[src/sv/icpc_pkg.sv]
`timescale 1ns / 1ps
// ----------------------------------------------------------------------------
// icpc_pkg
// Shared types, register map constants and helpers of the interconnect
// performance counter unit.
// ----------------------------------------------------------------------------
package icpc_pkg;

  // Default configuration
  localparam int unsigned NumCountersDef   = 5;
  localparam int unsigned CounterStrideDef = 4096;

  // Field widths
  localparam int unsigned KindW  = 2;
  localparam int unsigned AddrW  = 16;
  localparam int unsigned DataW  = 32;
  localparam int unsigned EvIdW  = 8;
  localparam int unsigned FlagsW = 5;

  // Register map
  localparam logic [AddrW-1:0] CtrlAddr  = 16'h0100;
  localparam int unsigned      CntrBase  = 32'h9000;
  localparam int unsigned      OffEvSel  = 32'h0;
  localparam int unsigned      OffValue  = 32'h4;
  localparam int unsigned      OffCntEn  = 32'h8;
  localparam int unsigned      OffOvf    = 32'hC;
  localparam int unsigned      NcntLsb   = 11;
  localparam int unsigned      NcntW     = 5;
  localparam int unsigned      GlobEnBit = 0;

  // Event code ranges
  localparam logic [4:0] SlaveCodeMax  = 5'h13;
  localparam logic [4:0] MasterCodeMin = 5'h14;
  localparam logic [4:0] MasterCodeMax = 5'h1A;
  localparam logic [2:0] SlaveSrcMax   = 3'd4;

  typedef enum logic [KindW-1:0] {
    KIND_READ  = 2'd0,
    KIND_WRITE = 2'd1,
    KIND_TICK  = 2'd2
  } icpc_kind_e;

  // One input transaction as held in the input register
  typedef struct packed {
    logic [KindW-1:0] kind;
    logic [AddrW-1:0] address;
    logic [DataW-1:0] write_data;
    logic             event_valid;
    logic [EvIdW-1:0] event_id;
  } icpc_item_t;

  // Source 0..4 carries slave codes, source 5..7 carries master codes
  function automatic logic id_is_valid(input logic [EvIdW-1:0] id);
    logic [2:0] src;
    logic [4:0] code;
    src  = id[7:5];
    code = id[4:0];
    return ((src <= SlaveSrcMax) && (code <= SlaveCodeMax)) ||
           ((src > SlaveSrcMax) && (code >= MasterCodeMin) && (code <= MasterCodeMax));
  endfunction

endpackage

[src/sv/icpc_in_if.sv]
`timescale 1ns / 1ps
// ----------------------------------------------------------------------------
// icpc_in_if
// Request channel: bus read, bus write or tick transactions.
// ----------------------------------------------------------------------------
interface icpc_in_if;
  import icpc_pkg::*;

  logic             valid;
  logic             ready;
  logic [KindW-1:0] kind;
  logic [AddrW-1:0] address;
  logic [DataW-1:0] write_data;
  logic             event_valid;
  logic [EvIdW-1:0] event_id;

  modport source (
    output valid, kind, address, write_data, event_valid, event_id,
    input  ready
  );

  modport sink (
    input  valid, kind, address, write_data, event_valid, event_id,
    output ready
  );
endinterface

[src/sv/icpc_out_if.sv]
`timescale 1ns / 1ps
// ----------------------------------------------------------------------------
// icpc_out_if
// Response channel: read data and overflow status per transaction.
// ----------------------------------------------------------------------------
interface icpc_out_if;
  import icpc_pkg::*;

  logic              valid;
  logic              ready;
  logic [DataW-1:0]  read_data;
  logic [FlagsW-1:0] overflow_flags;
  logic              overflow_irq;

  modport source (
    output valid, read_data, overflow_flags, overflow_irq,
    input  ready
  );

  modport sink (
    input  valid, read_data, overflow_flags, overflow_irq,
    output ready
  );
endinterface

[src/sv/icpc_in_stage.sv]
`timescale 1ns / 1ps
// ----------------------------------------------------------------------------
// icpc_in_stage
// Input register: captures one request transaction per cycle while it is free
// and holds it until the register file consumes it.
// ----------------------------------------------------------------------------
module icpc_in_stage (
  input  logic                   clk_i,
  input  logic                   rst_ni,
  icpc_in_if.sink                item_i,
  input  logic                   take_i,
  output logic                   item_valid_o,
  output icpc_pkg::icpc_item_t   item_o
);
  import icpc_pkg::*;

  logic       valid_q;
  icpc_item_t item_q;

  // Free when empty or when the held transaction leaves this cycle
  assign item_i.ready = !valid_q || take_i;

  // Valid flag
  always_ff @(posedge clk_i or negedge rst_ni) begin
    if (!rst_ni) begin
      valid_q <= 1'b0;
    end else if (item_i.ready) begin
      valid_q <= item_i.valid;
    end
  end

  // Payload
  always_ff @(posedge clk_i) begin
    if (item_i.ready && item_i.valid) begin
      item_q.kind        <= item_i.kind;
      item_q.address     <= item_i.address;
      item_q.write_data  <= item_i.write_data;
      item_q.event_valid <= item_i.event_valid;
      item_q.event_id    <= item_i.event_id;
    end
  end

  assign item_valid_o = valid_q;
  assign item_o       = item_q;

endmodule

[src/sv/icpc_regfile.sv]
`timescale 1ns / 1ps
// ----------------------------------------------------------------------------
// icpc_regfile
// Counter state, address decode, tick update and the response register.
// ----------------------------------------------------------------------------
module icpc_regfile #(
  parameter int unsigned NUM_COUNTERS   = icpc_pkg::NumCountersDef,
  parameter int unsigned COUNTER_STRIDE = icpc_pkg::CounterStrideDef
) (
  input  logic                 clk_i,
  input  logic                 rst_ni,
  input  logic                 item_valid_i,
  input  icpc_pkg::icpc_item_t item_i,
  output logic                 take_o,
  icpc_out_if.source           result_o
);
  import icpc_pkg::*;

  logic                    gen_q, gen_d;
  logic [DataW-1:0]        val_q [NUM_COUNTERS];
  logic [DataW-1:0]        val_d [NUM_COUNTERS];
  logic [EvIdW-1:0]        sel_q [NUM_COUNTERS];
  logic [EvIdW-1:0]        sel_d [NUM_COUNTERS];
  logic [NUM_COUNTERS-1:0] en_q, en_d;
  logic [NUM_COUNTERS-1:0] ovf_q, ovf_d;
  logic [NUM_COUNTERS+FlagsW-1:0] ovf_pad;

  logic [NUM_COUNTERS-1:0] rd_hit;
  logic [DataW-1:0]        rd_cnt [NUM_COUNTERS];
  logic [DataW-1:0]        rd_data;
  logic                    ctrl_hit;
  logic                    is_rd, is_wr, is_tick;
  logic                    ev_ok;
  logic [DataW-1:0]        addr_ext;

  logic                    out_valid_q;
  logic [DataW-1:0]        rdata_q;
  logic [FlagsW-1:0]       flags_q;
  logic                    irq_q;

  // Handshake: consume when the response register is free
  assign take_o  = item_valid_i && (!out_valid_q || result_o.ready);

  assign is_rd    = take_o && (item_i.kind == KIND_READ);
  assign is_wr    = take_o && (item_i.kind == KIND_WRITE);
  assign is_tick  = take_o && (item_i.kind == KIND_TICK);
  assign ctrl_hit = (item_i.address == CtrlAddr);
  assign ev_ok    = item_i.event_valid && id_is_valid(item_i.event_id);
  assign addr_ext = {{(DataW-AddrW){1'b0}}, item_i.address};

  // Global enable
  assign gen_d = (is_wr && ctrl_hit) ? item_i.write_data[GlobEnBit] : gen_q;

  // Per-counter decode and update
  for (genvar i = 0; i < NUM_COUNTERS; i++) begin : g_cnt
    localparam int unsigned Base    = CntrBase + i * COUNTER_STRIDE;
    localparam bit          IsCycle = (i == 0);

    logic hit_sel, hit_val, hit_en, hit_ovf, inc;

    assign hit_sel = (addr_ext == DataW'(Base + OffEvSel));
    assign hit_val = (addr_ext == DataW'(Base + OffValue));
    assign hit_en  = (addr_ext == DataW'(Base + OffCntEn));
    assign hit_ovf = (addr_ext == DataW'(Base + OffOvf));

    // When enabled, the cycle counter counts every tick, event counters a matching valid id
    assign inc = is_tick && gen_q && en_q[i] &&
                 (IsCycle || (ev_ok && (sel_q[i] == item_i.event_id)));

    always_comb begin
      val_d[i] = val_q[i];
      sel_d[i] = sel_q[i];
      en_d[i]  = en_q[i];
      ovf_d[i] = ovf_q[i];
      if (is_wr) begin
        if (hit_sel) sel_d[i] = item_i.write_data[EvIdW-1:0];
        if (hit_val) val_d[i] = item_i.write_data;
        if (hit_en)  en_d[i]  = item_i.write_data[0];
        if (hit_ovf && item_i.write_data[0]) ovf_d[i] = 1'b0;
      end else if (inc) begin
        val_d[i] = val_q[i] + DataW'(1);
        if (&val_q[i]) ovf_d[i] = 1'b1;
      end
    end

    // Read-back for this counter, zero when not addressed
    always_comb begin
      rd_hit[i] = hit_sel || hit_val || hit_en || hit_ovf;
      rd_cnt[i] = '0;
      if (hit_sel)      rd_cnt[i] = {{(DataW-EvIdW){1'b0}}, sel_q[i]};
      else if (hit_val) rd_cnt[i] = val_q[i];
      else if (hit_en)  rd_cnt[i] = {{(DataW-1){1'b0}}, en_q[i]};
      else if (hit_ovf) rd_cnt[i] = {{(DataW-1){1'b0}}, ovf_q[i]};
    end
  end

  // Read mux: at most one counter register matches
  always_comb begin
    rd_data = '0;
    if (ctrl_hit) begin
      rd_data[NcntLsb +: NcntW] = NcntW'(NUM_COUNTERS - 1);
      rd_data[GlobEnBit]        = gen_q;
    end else begin
      for (int i = 0; i < NUM_COUNTERS; i++) begin
        if (rd_hit[i]) rd_data = rd_data | rd_cnt[i];
      end
    end
  end

  assign ovf_pad = {{FlagsW{1'b0}}, ovf_d};

  // Control state
  always_ff @(posedge clk_i or negedge rst_ni) begin
    if (!rst_ni) begin
      gen_q <= 1'b0;
      en_q  <= '0;
      ovf_q <= '0;
      for (int i = 0; i < NUM_COUNTERS; i++) begin
        val_q[i] <= '0;
        sel_q[i] <= '0;
      end
    end else begin
      gen_q <= gen_d;
      en_q  <= en_d;
      ovf_q <= ovf_d;
      for (int i = 0; i < NUM_COUNTERS; i++) begin
        val_q[i] <= val_d[i];
        sel_q[i] <= sel_d[i];
      end
    end
  end

  // Response register valid
  always_ff @(posedge clk_i or negedge rst_ni) begin
    if (!rst_ni) begin
      out_valid_q <= 1'b0;
    end else if (!out_valid_q || result_o.ready) begin
      out_valid_q <= item_valid_i;
    end
  end

  // Response payload
  always_ff @(posedge clk_i) begin
    if (take_o) begin
      rdata_q <= is_rd ? rd_data : '0;
      flags_q <= ovf_pad[FlagsW-1:0];
      irq_q   <= |ovf_d;
    end
  end

  assign result_o.valid          = out_valid_q;
  assign result_o.read_data      = rdata_q;
  assign result_o.overflow_flags = flags_q;
  assign result_o.overflow_irq   = irq_q;

  // Assertions
  a_no_take_when_stalled : assert property (@(posedge clk_i) disable iff (!rst_ni)
    (out_valid_q && !result_o.ready) |-> !take_o)
    else $error("transaction consumed while response is stalled");

  a_rdata_zero_non_read : assert property (@(posedge clk_i) disable iff (!rst_ni)
    (take_o && (item_i.kind != KIND_READ)) |=> (result_o.read_data == '0))
    else $error("nonzero read data on a non-read transaction");

  a_ovf_rise_only_tick : assert property (@(posedge clk_i) disable iff (!rst_ni)
    !is_tick |=> ((ovf_q & ~$past(ovf_q)) == '0))
    else $error("overflow flag set outside a tick");

  a_frozen_when_disabled : assert property (@(posedge clk_i) disable iff (!rst_ni)
    (is_tick && !gen_q) |=> (ovf_q == $past(ovf_q)) && (val_q[0] == $past(val_q[0])))
    else $error("counter advanced while globally disabled");

endmodule

[src/sv/interconnect_perf_counter_unit.sv]
`timescale 1ns / 1ps
// ----------------------------------------------------------------------------
// interconnect_perf_counter_unit
// Performance monitor with a cycle counter and event counters behind a
// register map, driven by read, write and tick transactions.
// ----------------------------------------------------------------------------
//  Channel   Direction  Handshake      Payload
//  item_i    in         valid/ready    kind, address, write_data,
//                                      event_valid, event_id
//  result_o  out        valid/ready    read_data, overflow_flags, overflow_irq
//
//  One transaction per cycle sustained while result_o is ready; a transaction
//  passes the input register, then the response register, before its response
//  is valid.
//  Register updates take effect when the transaction leaves the input
//  register, so each transaction sees all earlier ones.
//  A stalled response holds the input register; input is still accepted
//  while the input register is empty.
//  Asynchronous active-low reset clears all counters, selects and flags.
// ----------------------------------------------------------------------------
module interconnect_perf_counter_unit #(
  parameter int unsigned NUM_COUNTERS   = icpc_pkg::NumCountersDef,
  parameter int unsigned COUNTER_STRIDE = icpc_pkg::CounterStrideDef
) (
  input  logic       clk_i,
  input  logic       rst_ni,
  icpc_in_if.sink    item_i,
  icpc_out_if.source result_o
);
  import icpc_pkg::*;

  logic       take;
  logic       item_valid;
  icpc_item_t item;

  icpc_in_stage u_in_stage (
    .clk_i        (clk_i),
    .rst_ni       (rst_ni),
    .item_i       (item_i),
    .take_i       (take),
    .item_valid_o (item_valid),
    .item_o       (item)
  );

  icpc_regfile #(
    .NUM_COUNTERS   (NUM_COUNTERS),
    .COUNTER_STRIDE (COUNTER_STRIDE)
  ) u_regfile (
    .clk_i        (clk_i),
    .rst_ni       (rst_ni),
    .item_valid_i (item_valid),
    .item_i       (item),
    .take_o       (take),
    .result_o     (result_o)
  );

endmodule

[src/flat_wrapper.sv]
// flat-port wrapper written by rule: the top's interface ports become plain ports
module interconnect_perf_counter_unit_flat import icpc_pkg::*;
#(
  parameter int unsigned NUM_COUNTERS   = icpc_pkg::NumCountersDef,
  parameter int unsigned COUNTER_STRIDE = icpc_pkg::CounterStrideDef
)
  (clk_i, rst_ni, item_i_valid, item_i_kind, item_i_address, item_i_write_data, item_i_event_valid, item_i_event_id, item_i_ready, result_o_valid, result_o_read_data, result_o_overflow_flags, result_o_overflow_irq, result_o_ready);
  icpc_in_if item_i_i ();
  icpc_out_if result_o_i ();
  input  logic clk_i;
  input  logic rst_ni;
  input wire logic [$bits(item_i_i.valid)-1:0] item_i_valid;
  input wire logic [$bits(item_i_i.kind)-1:0] item_i_kind;
  input wire logic [$bits(item_i_i.address)-1:0] item_i_address;
  input wire logic [$bits(item_i_i.write_data)-1:0] item_i_write_data;
  input wire logic [$bits(item_i_i.event_valid)-1:0] item_i_event_valid;
  input wire logic [$bits(item_i_i.event_id)-1:0] item_i_event_id;
  output wire logic [$bits(item_i_i.ready)-1:0] item_i_ready;
  output wire logic [$bits(result_o_i.valid)-1:0] result_o_valid;
  output wire logic [$bits(result_o_i.read_data)-1:0] result_o_read_data;
  output wire logic [$bits(result_o_i.overflow_flags)-1:0] result_o_overflow_flags;
  output wire logic [$bits(result_o_i.overflow_irq)-1:0] result_o_overflow_irq;
  input wire logic [$bits(result_o_i.ready)-1:0] result_o_ready;
  assign item_i_i.valid = item_i_valid;
  assign item_i_i.kind = item_i_kind;
  assign item_i_i.address = item_i_address;
  assign item_i_i.write_data = item_i_write_data;
  assign item_i_i.event_valid = item_i_event_valid;
  assign item_i_i.event_id = item_i_event_id;
  assign item_i_ready = item_i_i.ready;
  assign result_o_valid = result_o_i.valid;
  assign result_o_read_data = result_o_i.read_data;
  assign result_o_overflow_flags = result_o_i.overflow_flags;
  assign result_o_overflow_irq = result_o_i.overflow_irq;
  assign result_o_i.ready = result_o_ready;
  interconnect_perf_counter_unit #(.NUM_COUNTERS(NUM_COUNTERS), .COUNTER_STRIDE(COUNTER_STRIDE)) u_core (.clk_i(clk_i), .rst_ni(rst_ni), .item_i(item_i_i), .result_o(result_o_i));
endmodule
[config.mk]
export PLATFORM = sky130hd
export DESIGN_NAME = interconnect_perf_counter_unit_flat
export DESIGN_NICKNAME = d
export VERILOG_FILES = /design/src/sv/icpc_pkg.sv /design/src/sv/icpc_in_if.sv /design/src/sv/icpc_out_if.sv /design/src/sv/icpc_in_stage.sv /design/src/sv/icpc_regfile.sv /design/src/sv/interconnect_perf_counter_unit.sv /design/src/flat_wrapper.sv
export SDC_FILE = /design/constraint.sdc
export NUM_CORES = 1
export LEC_CHECK = 0
export ABC_AREA = 1
export ABC_CLOCK_PERIOD_IN_PS = 2800
export BUFFER_PORTS_ARGS = -buffer_cell sky130_fd_sc_hd__buf_2
export CAP_MARGIN = 40
export CORE_UTILIZATION = 45
export DETAILED_ROUTE_END_ITERATION = 10
export GPL_ROUTABILITY_DRIVEN = 0
export PLACE_DENSITY = 0.62
export SLEW_MARGIN = 30
export SYNTH_ARGS = -nofsm -noshare
export SYNTH_HDL_FRONTEND = slang
export SYNTH_SLANG_ARGS = --single-unit
export TNS_END_PERCENT = 5
[constraint.sdc]
create_clock -name clk_i -period 2.8 [get_ports clk_i]
set_input_delay 0.56 -clock clk_i [delete_from_list [all_inputs] [get_ports clk_i]]
set_output_delay 0.56 -clock clk_i [all_outputs]
set_load 0.1 [all_outputs]
==> summary.log <==
INFO  clock_tree     clock_latency=0.57ns
INFO  cells_and_area finalCoreUtilization=52.3%
INFO  cells_and_area n_fill_cell=3900
INFO  clock_tree     cts.repair.resized=0
INFO  placed_design  place.port_buffers=102
INFO  critical_path  largest_delay_share_family_worst_path=simple AND/OR/NAND/NOR gates
INFO  detailed_routing antenna_left=0
INFO  critical_path  crit-reg2reg-launch=u_core.u_regfile.result_o.valid
INFO  cells_and_area finalNetCount=2710
INFO  power          power_density=523nW/um2
INFO  placed_design  place.detailed.hpwl=49.8mm
INFO  detailed_routing drtPass1Iterations=8
INFO  clock_tree     numClockSinks=310
INFO  floorplan      rows=73
INFO  detailed_routing detail_route.drc_violations=0
INFO  cells_and_area synthToLayoutAreaGrowth=13.3%
INFO  power          p_comb_share=9.3%
INFO  global_routing grt_max_degree=118
INFO  floorplan      die_area=41900um2
INFO  clock_tree     cts_made_buffers=37
INFO  cells_and_area layout.area.seq=8240um2
INFO  sta            maxClockFrequency=0.385GHz
INFO  logic_synthesis synth_area_per_inst=7.29um2
INFO  power          power.share.clock=45.9%
INFO  logic_synthesis ys_types=47
INFO  critical_path  worstSetupEndpointType=flop
INFO  detailed_routing drtIter0Drc=2443
INFO  logic_synthesis synth_area=18500um2
INFO  min_path       worst_hold_path_type=input port to flop
INFO  critical_path  cp_data_arrival_time=3.07ns
INFO  detailed_routing routed_wirelength=66.8mm
INFO  logic_synthesis ys_seq_area_share=44.6%
INFO  power          netSwitchingFraction=26.7%
INFO  sta            slew_violations=0
INFO  logic_synthesis synthFlopType=dfrtp_1
INFO  min_path       worstHoldStart=item_i_write_data[13]
INFO  critical_path  critPathSlowestCell=nor2_1
INFO  cells_and_area layout_cell_share_with_drive_strength_beyond_1=9.25%
INFO  global_routing number_of_global_route_vias_before_repair=16700
INFO  critical_path  cp_cell_sequence=nand2_1 > nand2_2 > nor3_4 > clkinv_2 > buf_12 > nor2_1 > o21ai_0 > o31ai_1
INFO  sta            hold_violations=0
INFO  sta            final.setup_skew=0.0162ns
INFO  clock_tree     htree_num_levels=2
INFO  critical_path  cp-startpoint=u_core.u_regfile.result_o.valid
INFO  critical_path  criticalPathCategory=flop to flop
INFO  clock_tree     clk_transition_reported_paths=0.06ns
INFO  cells_and_area insertedDiodeCount=0
INFO  floorplan      boundaryPins=103
INFO  power          power_frac_seq=44.9%
INFO  global_routing grt-ovfl-total=0
INFO  sta            tightestPinTransition=0.722ns
INFO  global_routing gr-usage-all-layers=32.0%
INFO  logic_synthesis netlist_instances=2538
INFO  clock_tree     postCtsSetupBuffers=0
INFO  sta            final.period_utilization=92.8%
INFO  floorplan      effective_utilization_at_floorplan=46.1%
INFO  flow_run       timing.max_cap.violations=0
INFO  critical_path  critPathLaunchType=flop
INFO  power          power=0.0110W
INFO  sta            setup-tns-final=0ns
INFO  floorplan      die_h=205um
INFO  detailed_routing detail_route.wl_per_cell=20.9um
INFO  power          vdd_drop_max=0.540mV
INFO  logic_synthesis number_of_storage_elements_in_the_synthesis_netlist=310
INFO  global_routing initial_antenna_violation_count=0
INFO  sta            fin_crit=2.60ns
INFO  floorplan      chipWidth=205um
INFO  clock_tree     clock_tree_from_tritoncts=yes
INFO  critical_path  critPathMaxFanout=117
INFO  sta            rsz0062_at_grt=false
INFO  power          p_sw=0.00293W
INFO  logic_synthesis postSynth.asyncResetShare=68.7%
INFO  detailed_routing route.vias.total=18300
INFO  power          p_leak=9.42nW
INFO  cells_and_area multi_input_area=8810um2
INFO  sta            finalSetupViolCount=0
INFO  critical_path  worstPathRequired=3.27ns
INFO  clock_tree     clock_root_buffer=clkbuf_16
INFO  global_routing global_route_wire_length_before_repair=100mm
INFO  outcome        status=complete, no violations
INFO  floorplan      fp.coreArea=40100um2
INFO  logic_synthesis synth_edf_count=97
INFO  power          internal-power=0.00803W
INFO  clock_tree     cts-root-to-sink-buffers=3
INFO  detailed_routing viasPerCell=5.71
INFO  critical_path  worst-path-buf-inv=2
INFO  critical_path  crit_path_max_incr_delay=0.68ns
INFO  logic_synthesis postSynthNetCount=2606
INFO  logic_synthesis synth-warning-count=0
INFO  sta            timing.slew.headroom=51.7%
## cells in the final DEF, fill, tap and decap left out, types with 4 or more instances in the layout
cell       count
nand2_1      814
inv_1        267
nor2_1       253
o21ai_0      231
dfrtp_1      212
buf_2        101
edfxtp_1      97
xor2_1        95
a21oi_1       87
nand3_1       79
nor3_1        73
a31oi_1       48
clkbuf_16     39
nand4_1       34
o21ai_1       31
buf_4         30
o22ai_1       24
xnor2_1       18
inv_2         13
a21boi_0      13
clkinv_2      10
nand2_2        9
buf_12         8
nor2_2         7
nor4_1         7
clkbuf_1       7
o31ai_1        6
clkinv_1       5
ha_1           5
nor2_4         4
nor3b_1        4
bufinv_16      4
clkbuf_8       4
## synthesized netlist by cell type (4+ instances only)
library cell  number  area, um2
ha_1               5       62.6
inv_1            269       1010
a31oi_1           48        300
nand2_1          814       3060
buf_4              5       37.5
nand3_1           80        400
dfrtp_1          213       5330
o31ai_1            6       45.0
nor2_4             4       45.0
nand2_2            9       56.3
xnor2_1           18        158
inv_2             14       52.6
edfxtp_1          97       2910
nand4_1           34        213
o22ai_1           24        150
nor4_1             7       43.8
a21boi_0          13       97.6
a21oi_1           87        435
nor3b_1            4       30.0
nor2_2             7       43.8
clkbuf_1          28        105
o21ai_0          231       1160
nor2_1           253        950
xor2_1            95        832
buf_2             38        190
o21ai_1           31        155
nor3_1            73        365
## cell type report
type,instances,share of cell area (%)
multi-input cells,1866,42.0
flip-flops and latches,310,39.3
inverters,285,5.15
clock buffers,50,5.04
repair buffers,142,4.39
well taps,525,3.13
clock inverters,18,0.913
## flip-flops by register name, summed over array words and instances, names as in the netlist
name	cells
u_core.u_regfile.result_o.read_data	32
u_core.u_regfile.ovf_q	5
u_core.u_regfile.en_q	5
u_core.u_regfile.result_o.valid	1
u_core.u_regfile.result_o.overflow_irq	1
u_core.u_regfile.result_o.overflow_flags	5
u_core.u_regfile.gen_q	1
u_core.u_in_stage.item_o	59
u_core.u_in_stage.item_valid_o	1
u_core.u_regfile.val_q	160
u_core.u_regfile.sel_q	40
## per-layer routing
metal / track usage, % / vias to the layer above / share of wire, %
met5: 0 / - / 0
met4: 18.7 / 0 / 6.2
met3: 5.19 / 213 / 9.5
met2: 48.9 / 1106 / 44
met1: 43.0 / 8481 / 40
li1: - / 8465 / -
## kinds of logic (layout without fill, tap and decap cells)
kind of cell | Yosys count | in the layout | synth area share [%]
and+or+nand+nor | 1299 | 1299 | 28.9
AOI/OAI and AO/OA | 449 | 449 | 13.0
buffers and inverters | 362 | 495 | 7.85
DFF | 310 | 310 | 44.6
xor gates and xnor gates | 113 | 113 | 5.35
adders and majority gates | 5 | 5 | 0.338
## power groups by stage
stage	combinational, W	sequential (W)	clock, W
after detailed placement	0.00102	0.00500	0
final	0.00101	0.00492	0.00502
after CTS	0.00102	0.00492	0.00509
after global placement	0.00101	0.00500	0
after floorplan	0.000303	0.00536	0
after global routing	0.00108	0.00492	0.00526
## stage by stage
stage	instance area [um2]	cells	hold WS (ns)	worst slack, ns
floorplan	18500	2538	0.264	0.123
global placement	19700	3126	0.467	0.150
detailed placement	19700	3126	0.474	0.147
CTS	21000	3195	0.145	0.337
global route	21000	3196	0.158	0.0714
finish	21000	3196	0.167	0.201
## what timing repair did
| item | 4_1_cts | 5_1_grt |
|---|---|---|
| setup endpoints to repair | 0 | 0 |
| hold endpoints to repair | 37 | 0 |
| hold buffers | 1 | 0 |
## worst paths after layout
path                            slack [ns]  cells after the start                           end
worst max register to register        0.20                      8   u_core.u_regfile.val_q[131]
worst min register to register        0.48                      2      u_core.u_regfile.en_q[1]
min in group asynchronous             0.49                      2     u_core.u_regfile.sel_q[4]
worst min-delay path                  0.17                      1  u_core.u_in_stage.item_o[22]
max in group asynchronous             1.49                      3    u_core.u_regfile.val_q[52]
worst max-delay path                  0.20                      8   u_core.u_regfile.val_q[131]
No activity file was read; power rests on OpenSTA's default activity.
